**src/rtl/mcm_pkg.sv**
```systemverilog
// shared types, codes and constants for the midi control mapper
`default_nettype none

package mcm_pkg;

    // sequencer size and derived widths
    localparam int STEP_COUNT = 8;
    localparam int RUN_LEN    = 2 * STEP_COUNT;
    localparam int RUN_W      = (RUN_LEN > 1) ? $clog2(RUN_LEN) : 1;

    // result kinds
    localparam logic [2:0] KIND_PITCH = 3'd0;
    localparam logic [2:0] KIND_VEL   = 3'd1;
    localparam logic [2:0] KIND_EDIT  = 3'd2;
    localparam logic [2:0] KIND_VMODE = 3'd3;
    localparam logic [2:0] KIND_PLAY  = 3'd4;
    localparam logic [2:0] KIND_RESET = 3'd5;

    // packet code indexes
    localparam logic [3:0] CIN_CC      = 4'd11;
    localparam logic [3:0] CIN_NOTE_ON = 4'd9;

    // controller numbers
    localparam logic [6:0] CC_PITCH_LO = 7'd34;
    localparam logic [6:0] CC_PITCH_HI = 7'd41;
    localparam logic [6:0] CC_VEL_LO   = 7'd50;
    localparam logic [6:0] CC_VEL_HI   = 7'd57;
    localparam logic [6:0] CC_EDIT     = 7'd28;
    localparam logic [6:0] CC_BTN_MODE = 7'd22;
    localparam logic [6:0] CC_BTN_PLAY = 7'd23;
    localparam logic [6:0] CC_BTN_RST  = 7'd24;
    localparam logic [6:0] BUTTON_LEVEL = 7'd64;

    // note numbers
    localparam logic [6:0] NOTE_MODE   = 7'd36;
    localparam logic [6:0] NOTE_PLAY   = 7'd48;
    localparam logic [6:0] NOTE_RST    = 7'd60;
    localparam logic [6:0] NOTE_REROLL = 7'd72;

    // re-roll value ranges
    localparam logic [7:0] PITCH_BASE = 8'd36;
    localparam logic [7:0] PITCH_SPAN = 8'd36;
    localparam logic [7:0] VEL_BASE   = 8'd100;
    localparam logic [7:0] VEL_SPAN   = 8'd156;

    // remainder unit: quarter word times reciprocal of a quarter span,
    // exact for every 30-bit operand
    localparam logic [7:0]  PITCH_SPAN_Q      = PITCH_SPAN >> 2;
    localparam logic [7:0]  VEL_SPAN_Q        = VEL_SPAN >> 2;
    localparam logic [29:0] RECIP_PITCH       = 30'd954437177;  // ceil(2^33 / 9)
    localparam int          RECIP_SHIFT_PITCH = 33;
    localparam logic [29:0] RECIP_VEL         = 30'd881018933;  // ceil(2^35 / 39)
    localparam int          RECIP_SHIFT_VEL   = 35;

    localparam logic [31:0] DEFAULT_SEED = 32'hDEADBEEF;

    typedef struct packed {
        logic       req_type;
        logic [3:0] code_index;
        logic [6:0] controller_or_note;
        logic [6:0] data_value;
    } in_item_t;

    typedef struct packed {
        logic [2:0]  update_kind;
        logic [2:0]  update_index;
        logic [7:0]  update_value;
        logic [31:0] change_count;
        logic        last_of_run;
    } out_item_t;

    typedef struct packed {
        logic capture;
        logic commit;
        logic rng_step;
        logic mod_step;
        logic emit;
    } cmd_t;

    typedef struct packed {
        logic single_hit;
        logic reroll;
        logic out_free;
        logic run_last;
    } status_t;

endpackage

`default_nettype wire

```
**src/rtl/mcm_ctrl.sv**
```systemverilog
// controller state machine for the midi control mapper
`default_nettype none

module mcm_ctrl (
    input  wire logic            clk,
    input  wire logic            rst_n,
    input  wire logic            in_valid,
    output logic                 in_ready,
    input  wire mcm_pkg::status_t status,
    output mcm_pkg::cmd_t        cmd
);

    typedef enum logic [4:0] {
        S_IDLE = 5'b00001,
        S_EVAL = 5'b00010,
        S_RNG  = 5'b00100,
        S_MOD  = 5'b01000,
        S_EMIT = 5'b10000
    } state_t;

    state_t state_reg;
    state_t state_next;

    always_ff @(posedge clk or negedge rst_n)
    begin
        if (!rst_n)
        begin
            state_reg <= S_IDLE;
        end
        else
        begin
            state_reg <= state_next;
        end
    end

    always_comb
    begin
        state_next = state_reg;
        cmd        = '0;
        in_ready   = 1'b0;
        case (state_reg)
            S_IDLE:
            begin
                in_ready = 1'b1;
                if (in_valid)
                begin
                    cmd.capture = 1'b1;
                    state_next  = S_EVAL;
                end
            end
            S_EVAL:
            begin
                if (status.reroll)
                begin
                    cmd.commit = 1'b1;
                    state_next = S_RNG;
                end
                else if (!status.single_hit || status.out_free)
                begin
                    // a single result waits for the output register to free up
                    cmd.commit = 1'b1;
                    state_next = S_IDLE;
                end
            end
            S_RNG:
            begin
                cmd.rng_step = 1'b1;
                state_next   = S_MOD;
            end
            S_MOD:
            begin
                cmd.mod_step = 1'b1;
                state_next   = S_EMIT;
            end
            S_EMIT:
            begin
                if (status.out_free)
                begin
                    cmd.emit = 1'b1;
                    state_next = status.run_last ? S_IDLE : S_RNG;
                end
            end
            default:
            begin
                state_next = S_IDLE;
            end
        endcase
    end

endmodule

`default_nettype wire

```
**src/rtl/mcm_dpath.sv**
```systemverilog
// datapath: decode, sequencer flags, counter, generator, remainder unit, output register
`default_nettype none

module mcm_dpath (
    input  wire logic               clk,
    input  wire logic               rst_n,
    input  wire mcm_pkg::in_item_t  in_item,
    input  wire logic               cfg_wr_en,
    input  wire logic [31:0]        cfg_wr_data,
    input  wire mcm_pkg::cmd_t      cmd,
    output mcm_pkg::status_t        status,
    output logic                    out_valid,
    input  wire logic               out_ready,
    output mcm_pkg::out_item_t      out_item
);

    mcm_pkg::in_item_t  req_reg;
    logic [31:0]        seed_reg;
    logic               vmode_reg;
    logic               play_reg;
    logic [31:0]        count_reg;
    logic [31:0]        rng_reg;
    logic [2:0]         bwh_reg;
    logic [mcm_pkg::RUN_W-1:0]       run_reg;
    logic [31:0]                     word_reg;
    logic [7:0]                      quot_reg;
    logic               out_valid_reg;
    mcm_pkg::out_item_t out_item_reg;

    // decode of the captured request: single result or re-roll
    logic        hit;
    logic        reroll;
    logic [2:0]  kind;
    logic [2:0]  idx;
    logic [7:0]  value;
    logic        vmode_next;
    logic        play_next;
    logic [2:0]  bwh_next;
    logic [6:0]  num;
    logic [6:0]  val;
    logic [6:0]  step;
    logic [2:0]  edit_s;
    logic        high;

    always_comb
    begin
        num        = req_reg.controller_or_note;
        val        = req_reg.data_value;
        high       = (val >= mcm_pkg::BUTTON_LEVEL);
        hit        = 1'b0;
        reroll     = 1'b0;
        kind       = mcm_pkg::KIND_PITCH;
        idx        = 3'd0;
        value      = 8'd0;
        vmode_next = vmode_reg;
        play_next  = play_reg;
        bwh_next   = bwh_reg;
        step       = 7'd0;
        edit_s     = val[6:4];
        if (req_reg.req_type)
        begin
            bwh_next = 3'b000;
        end
        else if (req_reg.code_index == mcm_pkg::CIN_CC)
        begin
            if (num >= mcm_pkg::CC_PITCH_LO && num <= mcm_pkg::CC_PITCH_HI)
            begin
                step = num - mcm_pkg::CC_PITCH_LO;
                if (step < 7'(mcm_pkg::STEP_COUNT))
                begin
                    hit = 1'b1;
                    idx = step[2:0];
                    if (vmode_reg)
                    begin
                        kind  = mcm_pkg::KIND_VEL;
                        value = {val, 1'b0};
                    end
                    else
                    begin
                        kind  = mcm_pkg::KIND_PITCH;
                        value = {1'b0, val};
                    end
                end
            end
            else if (num >= mcm_pkg::CC_VEL_LO && num <= mcm_pkg::CC_VEL_HI)
            begin
                step = num - mcm_pkg::CC_VEL_LO;
                if (step < 7'(mcm_pkg::STEP_COUNT))
                begin
                    hit   = 1'b1;
                    idx   = step[2:0];
                    kind  = mcm_pkg::KIND_VEL;
                    value = {val, 1'b0};
                end
            end
            else if (num == mcm_pkg::CC_EDIT)
            begin
                hit  = 1'b1;
                kind = mcm_pkg::KIND_EDIT;
                // value * 8 >> 7 is the top three bits
                if ({5'd0, edit_s} > 8'(mcm_pkg::STEP_COUNT - 1))
                begin
                    value = 8'(mcm_pkg::STEP_COUNT - 1);
                end
                else
                begin
                    value = {5'd0, edit_s};
                end
            end
            else if (num == mcm_pkg::CC_BTN_MODE)
            begin
                bwh_next[0] = high;
                if (high && !bwh_reg[0])
                begin
                    vmode_next = !vmode_reg;
                    hit        = 1'b1;
                    kind       = mcm_pkg::KIND_VMODE;
                    value      = {7'd0, vmode_next};
                end
            end
            else if (num == mcm_pkg::CC_BTN_PLAY)
            begin
                bwh_next[1] = high;
                if (high && !bwh_reg[1])
                begin
                    play_next = !play_reg;
                    hit       = 1'b1;
                    kind      = mcm_pkg::KIND_PLAY;
                    value     = {7'd0, play_next};
                end
            end
            else if (num == mcm_pkg::CC_BTN_RST)
            begin
                bwh_next[2] = high;
                if (high && !bwh_reg[2])
                begin
                    hit  = 1'b1;
                    kind = mcm_pkg::KIND_RESET;
                end
            end
        end
        else if (req_reg.code_index == mcm_pkg::CIN_NOTE_ON && val != 7'd0)
        begin
            if (num == mcm_pkg::NOTE_MODE)
            begin
                vmode_next = !vmode_reg;
                hit        = 1'b1;
                kind       = mcm_pkg::KIND_VMODE;
                value      = {7'd0, vmode_next};
            end
            else if (num == mcm_pkg::NOTE_PLAY)
            begin
                play_next = !play_reg;
                hit       = 1'b1;
                kind      = mcm_pkg::KIND_PLAY;
                value     = {7'd0, play_next};
            end
            else if (num == mcm_pkg::NOTE_RST)
            begin
                hit  = 1'b1;
                kind = mcm_pkg::KIND_RESET;
            end
            else if (num == mcm_pkg::NOTE_REROLL)
            begin
                reroll = 1'b1;
            end
        end
    end

    // xorshift32, seeding on first use
    logic [31:0] rng_base;
    logic [31:0] xs_a;
    logic [31:0] xs_b;
    logic [31:0] xs_c;

    always_comb
    begin
        if (rng_reg != 32'd0)
        begin
            rng_base = rng_reg;
        end
        else if (seed_reg != 32'd0)
        begin
            rng_base = seed_reg;
        end
        else
        begin
            rng_base = mcm_pkg::DEFAULT_SEED;
        end
        xs_a = rng_base ^ (rng_base << 13);
        xs_b = xs_a ^ (xs_a >> 17);
        xs_c = xs_b ^ (xs_b << 5);
    end

    // x mod 4d is 4 * ((x >> 2) mod d) + x[1:0]; pitch on even results, velocity on odd
    // only the low quotient bits matter since the remainder is below 256
    logic [29:0] recip;
    logic [59:0] product;
    logic [7:0]  quot_next;

    always_comb
    begin
        recip   = run_reg[0] ? mcm_pkg::RECIP_VEL : mcm_pkg::RECIP_PITCH;
        product = 60'(word_reg[31:2]) * 60'(recip);
        if (run_reg[0])
        begin
            quot_next = product[mcm_pkg::RECIP_SHIFT_VEL +: 8];
        end
        else
        begin
            quot_next = product[mcm_pkg::RECIP_SHIFT_PITCH +: 8];
        end
    end

    logic [7:0] span_q;
    logic [7:0] quot_span;
    logic [7:0] rem_q;
    logic [7:0] rem_full;

    always_comb
    begin
        span_q    = run_reg[0] ? mcm_pkg::VEL_SPAN_Q : mcm_pkg::PITCH_SPAN_Q;
        quot_span = quot_reg * span_q;
        rem_q     = word_reg[9:2] - quot_span;
        rem_full  = {rem_q[5:0], word_reg[1:0]};
    end

    logic out_free;
    logic [7:0] run_value;
    logic       run_last;

    assign out_free  = !out_valid_reg || out_ready;
    assign run_last  = (run_reg == mcm_pkg::RUN_W'(mcm_pkg::RUN_LEN - 1));
    assign run_value = run_reg[0] ? (mcm_pkg::VEL_BASE + rem_full)
                                  : (mcm_pkg::PITCH_BASE + rem_full);

    // control registers
    logic        out_valid_next;
    logic [31:0] count_next;

    assign count_next = count_reg + 32'd1;

    always_comb
    begin
        out_valid_next = out_valid_reg;
        if ((cmd.commit && hit) || cmd.emit)
        begin
            out_valid_next = 1'b1;
        end
        else if (out_ready)
        begin
            out_valid_next = 1'b0;
        end
    end

    always_ff @(posedge clk or negedge rst_n)
    begin
        if (!rst_n)
        begin
            seed_reg      <= 32'd0;
            vmode_reg     <= 1'b0;
            play_reg      <= 1'b0;
            count_reg     <= 32'd0;
            rng_reg       <= 32'd0;
            bwh_reg       <= 3'b000;
            run_reg       <= '0;
            out_valid_reg <= 1'b0;
        end
        else
        begin
            out_valid_reg <= out_valid_next;
            if (cfg_wr_en)
            begin
                seed_reg <= cfg_wr_data;
            end
            if (cmd.commit)
            begin
                vmode_reg <= vmode_next;
                play_reg  <= play_next;
                bwh_reg   <= bwh_next;
                run_reg   <= '0;
                if (hit || reroll)
                begin
                    count_reg <= count_next;
                end
            end
            if (cmd.rng_step)
            begin
                rng_reg <= xs_c;
            end
            if (cmd.emit)
            begin
                run_reg <= run_reg + 1'b1;
            end
        end
    end

    // payload registers
    always_ff @(posedge clk)
    begin
        if (cmd.capture)
        begin
            req_reg <= in_item;
        end
        if (cmd.rng_step)
        begin
            word_reg <= xs_c;
        end
        if (cmd.mod_step)
        begin
            quot_reg <= quot_next;
        end
        if (cmd.commit && hit)
        begin
            out_item_reg.update_kind  <= kind;
            out_item_reg.update_index <= idx;
            out_item_reg.update_value <= value;
            out_item_reg.change_count <= count_next;
            out_item_reg.last_of_run  <= 1'b1;
        end
        else if (cmd.emit)
        begin
            out_item_reg.update_kind  <= run_reg[0] ? mcm_pkg::KIND_VEL : mcm_pkg::KIND_PITCH;
            out_item_reg.update_index <= 3'(run_reg >> 1);
            out_item_reg.update_value <= run_value;
            out_item_reg.change_count <= count_reg;
            out_item_reg.last_of_run  <= run_last;
        end
    end

    always_comb
    begin
        status.single_hit = hit;
        status.reroll     = reroll;
        status.out_free   = out_free;
        status.run_last   = run_last;
    end

    assign out_valid = out_valid_reg;
    assign out_item  = out_item_reg;

endmodule

`default_nettype wire

```
**src/rtl/midi_control_mapper_core.sv**
```systemverilog
// top level of the midi control mapper
//
//  port group   direction  handshake        payload
//  in_*         into core  in_valid/ready   mcm_pkg::in_item_t
//  out_*        from core  out_valid/ready  mcm_pkg::out_item_t
//  cfg_*        into core  cfg_wr_en        rng seed, 32 bits
//
// a request is taken in idle and decoded the next cycle; a single-result request waits in
// decode while the output register is still full, a no-result request does not wait
// a re-roll writes 16 pattern values: each pattern write needs a generator step, a
// reciprocal multiply step and a load of the output register, which waits while it is full
// the output register lets a new request in while the last result is still waiting
// reset clears flags, counter, generator and edge state; there is no clearing pass
`default_nettype none

module midi_control_mapper_core (
    input  wire logic               clk,
    input  wire logic               rst_n,
    input  wire logic               in_valid,
    output logic                    in_ready,
    input  wire mcm_pkg::in_item_t  in_item,
    output logic                    out_valid,
    input  wire logic               out_ready,
    output mcm_pkg::out_item_t      out_item,
    input  wire logic               cfg_wr_en,
    input  wire logic [31:0]        cfg_wr_data
);

    mcm_pkg::cmd_t    cmd;
    mcm_pkg::status_t status;

    mcm_ctrl u_ctrl (
        .clk      (clk),
        .rst_n    (rst_n),
        .in_valid (in_valid),
        .in_ready (in_ready),
        .status   (status),
        .cmd      (cmd)
    );

    mcm_dpath u_dpath (
        .clk         (clk),
        .rst_n       (rst_n),
        .in_item     (in_item),
        .cfg_wr_en   (cfg_wr_en),
        .cfg_wr_data (cfg_wr_data),
        .cmd         (cmd),
        .status      (status),
        .out_valid   (out_valid),
        .out_ready   (out_ready),
        .out_item    (out_item)
    );

endmodule

`default_nettype wire
```
**config.mk**
```make
export PLATFORM = sky130hd
export DESIGN_NAME = midi_control_mapper_core
export DESIGN_NICKNAME = d
export VERILOG_FILES = /design/src/rtl/mcm_pkg.sv /design/src/rtl/mcm_ctrl.sv /design/src/rtl/mcm_dpath.sv /design/src/rtl/midi_control_mapper_core.sv
export SDC_FILE = /design/constraint.sdc
export NUM_CORES = 1
export LEC_CHECK = 0
export ABC_AREA = 1
export BUFFER_PORTS_ARGS = -buffer_cell sky130_fd_sc_hd__clkbuf_2
export CORE_UTILIZATION = 50
export DETAILED_ROUTE_END_ITERATION = 10
export HOLD_SLACK_MARGIN = 0.15
export PLACE_DENSITY = 0.78
export SLEW_MARGIN = 20
export SYNTH_ARGS = -nofsm -noshare
export SYNTH_HDL_FRONTEND = slang
export SYNTH_HIERARCHICAL = 1
export SYNTH_SLANG_ARGS = --single-unit
```
**constraint.sdc**
```tcl
create_clock -name clk -period 16.68 [get_ports clk]
set_input_delay 3.336 -clock clk [delete_from_list [all_inputs] [get_ports clk]]
set_output_delay 3.336 -clock clk [all_outputs]
set_load 0.01 [all_outputs]
```
[Yosys cells after proc, flatten, opt, wreduce, memory -nomap -nowiden]
Index checks and enable logic that the tools add are counted.
Word-level totals
  logic and storage cells: 233
  output and inout port bits: 49
  input port bits: 56
  register bits after elaboration: 217
Cells by class
  mux-type cells: 120
  add/sub/neg operators: 7
  multiply operators: 2
  equal/unequal tests: 33
  reductions and logical operators: 38
  magnitude comparators: 7
  bitwise operators: 4
Operators by type and width (count)
  2-to-1 mux 8 bit: 14
  2-to-1 mux 47 bit: 2
  2-to-1 mux 3 bit: 27
  2-to-1 mux 1 bit: 64
  2-to-1 mux 32 bit: 2
  nonzero test 32 bit: 2
  bitwise XOR 32 bit: 2
  multiplier 30 x 30 -> 43 bit: 1
  adder 32 x 1 -> 32 bit, second input constant: 1
  bitwise XOR 32 x 15 -> 32 bit: 1
  == test 7 x 5 -> 1 bit, second input constant: 4
  2-to-1 mux 28 bit: 1
  one-hot mux 5 bit (5 select lines): 1
  == test 7 x 6 -> 1 bit, second input constant: 3
  2-to-1 mux 5 bit: 4
  nonzero test 2 bit: 10
  != test 2 bit, second input constant: 9
  greater-or-equal comparator 7 x 6 -> 1 bit, second input constant: 2
  less-or-equal comparator 7 x 6 -> 1 bit, second input constant: 2
  less-than comparator 7 x 4 -> 1 bit, second input constant: 2
  != test 2 x 1 -> 1 bit, second input constant: 7
  subtractor 7 x 6 -> 7 bit, second input constant: 2
  == test 4 bit, second input constant: 3
  AND reduction 11 bit: 1
  other kinds (27): 44

[Longest topological paths before layout]
Gate-level depths: netlist of the first run.
  word-level depth: 19
  gate-level depth with buffers: 35
  depth with buffers taken out: 35

[By module]
The synthesis of the first run kept the hierarchy.
Modules (own cells, without submodules)
  mcm_dpath: instances 1, area each 25470.7 um^2, cells each 3174
  mcm_ctrl: instances 1, area each 415.4 um^2, cells each 60

[Least setup slack after synthesis of the first run]
Ideal clock, no wire load.
  path kind: reg2reg
  start point: register u_dpath/run_reg[0] (netlist bit)
  end point: register u_dpath.quot_reg[4], data pin
  buffers on the path: 4
  data arrival time: 6.923 ns
  setup slack: 9.503 ns
  clock period less this slack: 7.177 ns
  stages on the path, launching flop included: 28
  setup time: 0.254 ns
  cells stage by stage: dfrtp_1 > clkbuf_1 > clkbuf_1 > buf_1 > clkbuf_1 > nor2_1 > fa_1 > ha_1 > fa_1 > inv_1 > fa_1 > inv_1 > fa_1 > fa_1 > fa_1 > inv_1 > fa_1 > inv_1 > ha_1 > a21o_1 > o21bai_1 > a21oi_1 > o21ai_0 > nand2_1 > nand3_1 > or2_2 > nand3_1 > nand2_1
Between the ends
  word-level cells in the longest chain between the ends: 3
RTL lines
  from (decl): RTL line mcm_dpath.sv:24  | logic [mcm_pkg::RUN_W-1:0] run_reg;
  from (signal assigned): RTL line mcm_dpath.sv:293  | run_reg <= run_reg + 1'b1;
  2-to-1 mux 28 bit: RTL line mcm_dpath.sv:203  | recip = run_reg[0] ? mcm_pkg::RECIP_VEL : mcm_pkg::RECIP_PITCH;
  multiplier 30 x 30 -> 43 bit: RTL line mcm_dpath.sv:204  | product = 60'(word_reg[31:2]) * 60'(recip);
  2-to-1 mux 8 bit *: RTL line mcm_dpath.sv:205  | if (run_reg[0])
  via u_dpath.quot_next[4]: RTL line mcm_dpath.sv:199  | logic [7:0] quot_next;
  to (signal assigned): RTL line mcm_dpath.sv:311  | quot_reg <= quot_next;
  to (decl): RTL line mcm_dpath.sv:26  | logic [7:0] quot_reg;
The timed path passes the listed nets; every way through them passes the cells marked *.
A chain may end at the register's enable or synchronous reset.

[Final worst setup path of the first run]
Same ends and word-level chain as after synthesis.

==> run_results.csv, run 1 <==
group,metric,value,unit
final_layout,fillers,4718,
route,wl,66800,um
setup_path,crit_buf_inv,7,
power,leakage,15.1,nW
place,portBuffers,104,
setup_path,endpoint_kind,"flop",
final_layout,antenna_cells,0,
global_routing,first_global_vias,20300,
synth,postSynthCellCount,3234,
final_layout,regArea,5890,um^2
synth,ys_seq_area_share,22.8,%
clock_network,htree_levels,1,
setup_path,rr_worst_depth,26,
timing,fin_skew,8.62,ps
synth,ys_seq_elements,215,
final_layout,multi_input_area,16600,um^2
floorplan,dieArea,52700,um^2
setup_path,worstPathArrival,8410,ps
clock_network,path_clk_slew,60,ps
synth,synth_warnings,6,
power,power_frac_seq,12.9,%
route,routedWlPerCell,16.7,um
timing,rsz0062_at_grt,"false",
route,vias,20600,
global_routing,grt_max_degree,85,
timing,finalSetupViolations,0,
global_routing,grt_use_total,26.2,%
timing,max_freq,123,MHz
final_layout,drive_above_1_share,6.20,%
power,p_clk_share,9.3,%
power,p_int,2.35,mW
synth,syn_avg_cell_area,8.00,um^2
synth,synth_top_family_by_area,"adder cells",
route,ant_nets,0,
place,pre_cts_ws,8690,ps
floorplan,fp.dieH,230,um
job,drv_cap,0,
setup_path,crit_fanout,61,
clock_network,clk_latency,530,ps
setup_path,path_common_cell,"fa_1",
global_routing,grt_overflow_total,0,
clock_network,cts_tree,"done",
worst_hold_path,hp-class,"flop to flop",
clock_network,cts_buffers,23,
synth,synth_compound_area_share,4.53,%
route,route.detailed.drc,0,
global_routing,grt_antenna_before_repair,0,
timing,fin_ws,8550,ps
synth,synth-simple-area-share,20.6,%
floorplan,die_w,230,um
setup_path,slowest_stage,"buf_4",
timing,fin_crit,8130,ps
timing,finalHoldViolations,0,
global_routing,grt_pass1_wl,108000,um
route,via_per_inst,5.14,
synth,syn-num-nets,3851,
floorplan,ioPinCount,105,
clock_network,clockBufferDepth,3,
synth,synth-adder-area-share,35.5,%
power,p_sw,3.01,mW
timing,slew_headroom,42.6,%
final_layout,syn_to_final_growth,7.08,%
power,ir_drop,0.000264,V
setup_path,critPathRequiredTime,16960,ps
floorplan,rows,83,
timing,timing.final.crit_share,48.7,%
setup_path,cp_top_family,"adder cells",
power,power_switching_share,56.1,%
final_layout,largest_register_ffs,47,
setup_path,cp_slowest_stage_delay,640,ps
worst_hold_path,whs_path_depth,2,
synth,synthDistinctLibCells,52,
floorplan,core_area,51200,um^2
final_layout,nets,3926,
route,first_pass_iters,6,
clock_network,post_cts_resized,0,
power,p_comb_share,77.8,%
setup_path,r2r_slack,8550,ps
setup_path,cp.depth,26,
setup_path,critical_path_class,"flop to flop",
route,drtIter0Drc,1665,
setup_path,startpoint_type,"flop",
clock_network,cts.sinks,215,
timing,report.final.slew_viol_count,0,
place,gp_congestion,0.993,
clock_network,cts_setup_buffers,0,
timing,worst_pin_slew,860,ps
outcome,status,"completed",
clock_network,hold_buffers,0,
place,hpwl,55800,um
synth,syn-cell-area,25900,um^2
synth,synth_mux_area_share,0.392,%
synth,yosys.area_share.xor_xnor,3.11,%
clock_network,root_buffer,"clkbuf_16",
timing,setup_tns,0,ps
power,p_per_area,194,nW/um^2
floorplan,initial_utilization,50.6,%
-- metrics by stage --
stage | hold WS, ps | area (um^2) | power (mW) | utilization [%] | std cells
after CTS | 489 | 27700 | 5.31 | 54.1 | 4005
final | 489 | 27700 | 5.37 | 54.1 | 4005
after floorplan | 454 | 25900 | 3.53 | - | 3234
after global placement | 470 | 27000 | 4.78 | 52.7 | 3964
after global routing | 524 | 27700 | 5.90 | 54.1 | 4005
after detailed placement | 474 | 27000 | 4.77 | 52.7 | 3964
-- synthesized netlist by cell type (all sizes together) --
master     n  share of area [%]
inv      808                 12
nand2    777                 11
fa       289                 22
ha       272                 13
nand3    205                4.0
nor2     198                3.1
dfrtp    110                 11
o21ai    107                2.1
edfxtp   103                 12
a21oi     61                1.2
xor2      55                1.9
buf       39                1.0
xnor2     37                1.3
nor3      28               0.56
clkbuf    23               0.33
nand4     20               0.48
nor4      15               0.39
o21bai    10               0.29
mux2       9               0.39
or2        9               0.22
and2       8               0.19
o31ai      8               0.23
a21o       7               0.20
nand3b     7               0.20
a31oi      6               0.15
o211ai     5               0.15
and3       3              0.073
clkinv     3              0.043
a21boi     2              0.058
o21a       2              0.058
a22o       1              0.034
a31o       1              0.034
conb       1              0.014
dfstp      1               0.10
dfxtp      1              0.077
nor3b      1              0.029
o2111ai    1              0.034
o22ai      1              0.024
-- worst register-to-register path, cell delays in order, from the launching register on --
cell and delay, ps:
dfrtp_2 530, buf_4 640, inv_1 560, nand2_1 240, inv_1 130, fa_1 490
ha_1 330, fa_1 500, inv_1 50, fa_1 500, inv_1 70, fa_1 480
fa_1 510, fa_1 550, inv_1 60, fa_1 560, inv_1 50, ha_1 320
nand2_1 140, nor2_1 160, nand2_1 100, nor4_1 420, nand3_1 150, nand3_1 150
nand2_1 60, nand3_1 80, nand2_1 70
-- layout by cell type (no fill, tap or decap), drive strengths merged, types with 2 or more instances in the layout --
| master | count |
|---|---|
| nand3 | 205 |
| o31ai | 8 |
| and3 | 3 |
| a21o | 7 |
| and2 | 8 |
| dfrtp | 110 |
| bufinv | 2 |
| clkbuf | 131 |
| fa | 289 |
| ha | 272 |
| nand2 | 777 |
| o211ai | 5 |
| nor4 | 15 |
| a21boi | 2 |
| nand4 | 20 |
| inv | 808 |
| o21a | 2 |
| xnor2 | 37 |
| a31oi | 6 |
| nand3b | 7 |
| buf | 9 |
| xor2 | 55 |
| o21ai | 107 |
| a21oi | 61 |
| nor3 | 28 |
| edfxtp | 103 |
| clkinv | 14 |
| o21bai | 10 |
| or2 | 9 |
| nor2 | 198 |
| mux2 | 9 |
-- cell families (layout without fill, tap and decap cells) --
kind of cell | after synthesis | count (layout)
other cells | 1 | 1
mux | 9 | 9
buf+inv | 873 | 964
xor+xnor | 92 | 92
simple gates | 1271 | 1271
compound gates | 212 | 212
fa+ha+maj | 561 | 561
flops | 215 | 215
-- layout make-up --
cell class / instances / share of cell area [%]
multi-input combinational: 2146 / 60.0
sequential: 215 / 21.3
inverter: 811 / 11.0
tap: 680 / 3.07
clock buffer: 28 / 2.14
timing repair buffer: 112 / 2.12
clock inverter: 13 / 0.460
-- metal layers --
layer / GRT usage [%] / routed length (um) / vias up
met5: 0 / 0 / -
met4: 9.56 / 2630 / 0
met1: 35.6 / 28300 / 9796
met2: 43.0 / 31100 / 713
li1: - / - / 9970
met3: 3.25 / 4770 / 124
-- power groups by stage --
stage                     Combinational, mW  Sequential, mW  Clock [mW]
after floorplan                        2.84           0.691           0
after global placement                 4.08           0.701           0
after detailed placement               4.07           0.701           0
after CTS                              4.11           0.691       0.510
after global routing                   4.67           0.695       0.530
final                                  4.18           0.692       0.497
-- path summary, 6_finish.rpt --
check / from / end
worst max register to register: u_dpath/run_reg[0] / u_dpath/quot_reg[4]
worst min register to register: u_dpath/bwh_reg[0] / u_dpath/bwh_reg[0]
worst min-delay path: u_dpath/bwh_reg[0] / u_dpath/bwh_reg[0]
worst max-delay path: u_dpath/run_reg[0] / u_dpath/quot_reg[4]
min in group asynchronous: rst_n / u_dpath/count_reg[0]
max in group asynchronous: rst_n / u_dpath/rng_reg[19]
No activity file was read; power rests on OpenSTA's default activity.
==> inputs of run 2 (changes only) <==
--- a/config.mk
+++ b/config.mk
@@ -10,7 +10,7 @@
 export CORE_UTILIZATION = 50
 export DETAILED_ROUTE_END_ITERATION = 10
 export HOLD_SLACK_MARGIN = 0.15
-export PLACE_DENSITY = 0.78
+export PLACE_DENSITY = 0.8
 export SLEW_MARGIN = 20
 export SYNTH_ARGS = -nofsm -noshare
 export SYNTH_HDL_FRONTEND = slang
==> constraint.sdc (replaced) <==
create_clock -name clk -period 7.2 [get_ports clk]
set_input_delay 1.44 -clock clk [delete_from_list [all_inputs] [get_ports clk]]
set_output_delay 1.44 -clock clk [all_outputs]
set_load 0.01 [all_outputs]
==> run 2 against run 1 <==
  * Core utilization increased by 1.3 points
  * Power grew 140%
  * Via count is 2.3% higher
  * Global-route usage is 0.89 points higher
  * Largest power group unchanged
  * Routed wire length grew 4.1%
  * Sequential share of layout area down 0.49 points
  * Sequential power is 130% higher
  * First-iteration DRC count rose by 3.9%
==> run_results.csv, run 2 (synthesis results as in run 1) <==
group,metric,value,unit
global_routing,grt_pass1_wl,112000,um
global_routing,grt_max_degree,85,
route,routedWlPerCell,17.1,um
power,power.total,12.9,mW
setup_path,r2r_slack,190,ps
final_layout,most-common-layout-cells,"inv_1, nand2_1, fa_1",
setup_path,path_common_cell,"inv_1",
power,leakage,15.5,nW
clock_network,path_clk_slew,70,ps
floorplan,ioPinCount,105,
timing,fin_skew,23.7,ps
timing,slew_headroom,39.1,%
floorplan,dieArea,52700,um^2
route,wl,69500,um
floorplan,fp.dieH,230,um
timing,timing.final.crit_share,97.4,%
floorplan,rows,83,
timing,max_freq,143,MHz
setup_path,critPathRequiredTime,7480,ps
final_layout,multi_input_area,16800,um^2
timing,finalHoldViolations,0,
timing,fin_crit,7010,ps
setup_path,startpoint_type,"flop",
power,p_per_area,454,nW/um^2
route,drtIter0Drc,1730,
clock_network,cts_buffers,22,
setup_path,slowest_stage,"fa_2",
place,portBuffers,104,
final_layout,fillers,4608,
global_routing,grt_antenna_before_repair,0,
timing,fin_ws,188,ps
final_layout,regArea,5890,um^2
worst_hold_path,hp-class,"flop to flop",
timing,worst_pin_slew,912,ps
setup_path,rr_startpoint,"u_dpath/run_reg[0]",
final_layout,syn_to_final_growth,9.61,%
setup_path,crit_fanout,39,
route,ant_nets,0,
job,drv_cap,0,
outcome,status,"completed",
final_layout,drive_above_1_share,8.86,%
route,via_per_inst,5.19,
worst_hold_path,whs_path_depth,1,
clock_network,cts_tree,"done",
floorplan,die_w,230,um
floorplan,initial_utilization,50.6,%
clock_network,htree_levels,1,
place,pre_cts_ws,6.04,ps
clock_network,clockBufferDepth,3,
route,first_pass_iters,6,
clock_network,cts.sinks,215,
floorplan,core_area,51200,um^2
clock_network,root_buffer,"clkbuf_16",
power,ir_drop,0.000614,V
global_routing,first_global_vias,21000,
final_layout,largest_register_ffs,47,
clock_network,hold_buffers,0,
global_routing,grt_overflow_total,0,
setup_path,endpoint_kind,"flop",
setup_path,rr_worst_depth,29,
route,vias,21100,
route,route.detailed.drc,0,
global_routing,grt_use_total,27.1,%
timing,finalSetupViolations,0,
clock_network,clk_latency,540,ps
setup_path,cp_slowest_stage_delay,600,ps
setup_path,worstPathArrival,7290,ps
place,hpwl,58100,um
timing,report.final.slew_viol_count,0,
final_layout,final_common_cell,"inv_1",
setup_path,worstReg2RegEnd,"u_dpath/quot_reg[4]",
worst_hold_path,min_to,"u_dpath/bwh_reg[1]",
final_layout,antenna_cells,0,
final_layout,nets,3986,
timing,rsz0062_at_grt,"true",
worst_hold_path,min_from,"u_dpath/bwh_reg[1]",
place,gp_congestion,1.02,
setup_path,critical_path_class,"flop to flop",
-- run 2: power by group --
part           total (mW)  switching (mW)  internal (mW)
clock                1.23           0.490          0.740
sequential           1.60          0.0588           1.54
combinational        10.0            6.58           3.46
total                12.9            7.13           5.74
-- run 2: worst max-delay path: cells and delay by family (launching register included) --
| kind | cells | cell delay, ps |
|---|---|---|
| DFF | 1 | 450 |
| buffers and inverters | 8 | 650 |
| xor gates and xnor gates | 1 | 160 |
| adders and majority gates | 9 | 4150 |
| and+or+nand+nor | 11 | 1320 |
-- run 2: metal layers --
metal	up-vias	GRT usage, %	share of wire [%]
met5	-	0	0
met4	0	10.3	4.4
met3	157	3.10	6.6
met2	831	45.4	47
met1	9972	35.9	42
li1	10100	-	-
-- run 2: per-stage QoR --
step	area [um^2]	util (%)	hold WS, ps	instances	setup TNS [ps]
after CTS	28200	55.0	500	4055	0
after detailed placement	27400	53.5	486	4015	0
after floorplan	25900	-	454	3234	0
after global placement	27400	53.5	473	4015	-74.1
after global routing	28400	55.4	529	4065	-94.6
final	28400	55.4	494	4065	0
-- run 2: worst max path at each step --
stage | from | endpoint | slack, ps | cells after the start
6_report | u_dpath/run_reg[0] | u_dpath/quot_reg[4] | 190 | 29
5_1_grt | u_dpath/run_reg[0] | u_dpath/quot_reg[3] | -50 | 28
4_1_cts | u_dpath/run_reg[0] | u_dpath/quot_reg[3] | 90 | 26
3_5_place_dp | u_dpath/run_reg[0] | u_dpath/quot_reg[5] | 6 | 26
3_3_place_gp | u_dpath/word_reg[4] | u_dpath/quot_reg[5] | -40 | 26
2_1_floorplan | u_dpath/run_reg[0] | u_dpath/quot_reg[4] | 20 | 27
-- run 2: timing repair --
| item | in CTS | in global routing |
|---|---|---|
| pin swaps | 0 | 2 |
| buffers inserted | 0 | 10 |
| setup endpoints to repair | 2 | 6 |
| gates resized for setup | 1 | 42 |
-- run 2: layout make-up --
cell class                 instances  share of cell area, %
multi-input combinational       2146                   59.1
sequential                       215                   20.8
inverter                         811                   10.7
timing repair buffer             173                   3.73
tap                              680                   3.00
clock buffer                      30                   2.16
clock inverter                    10                  0.538
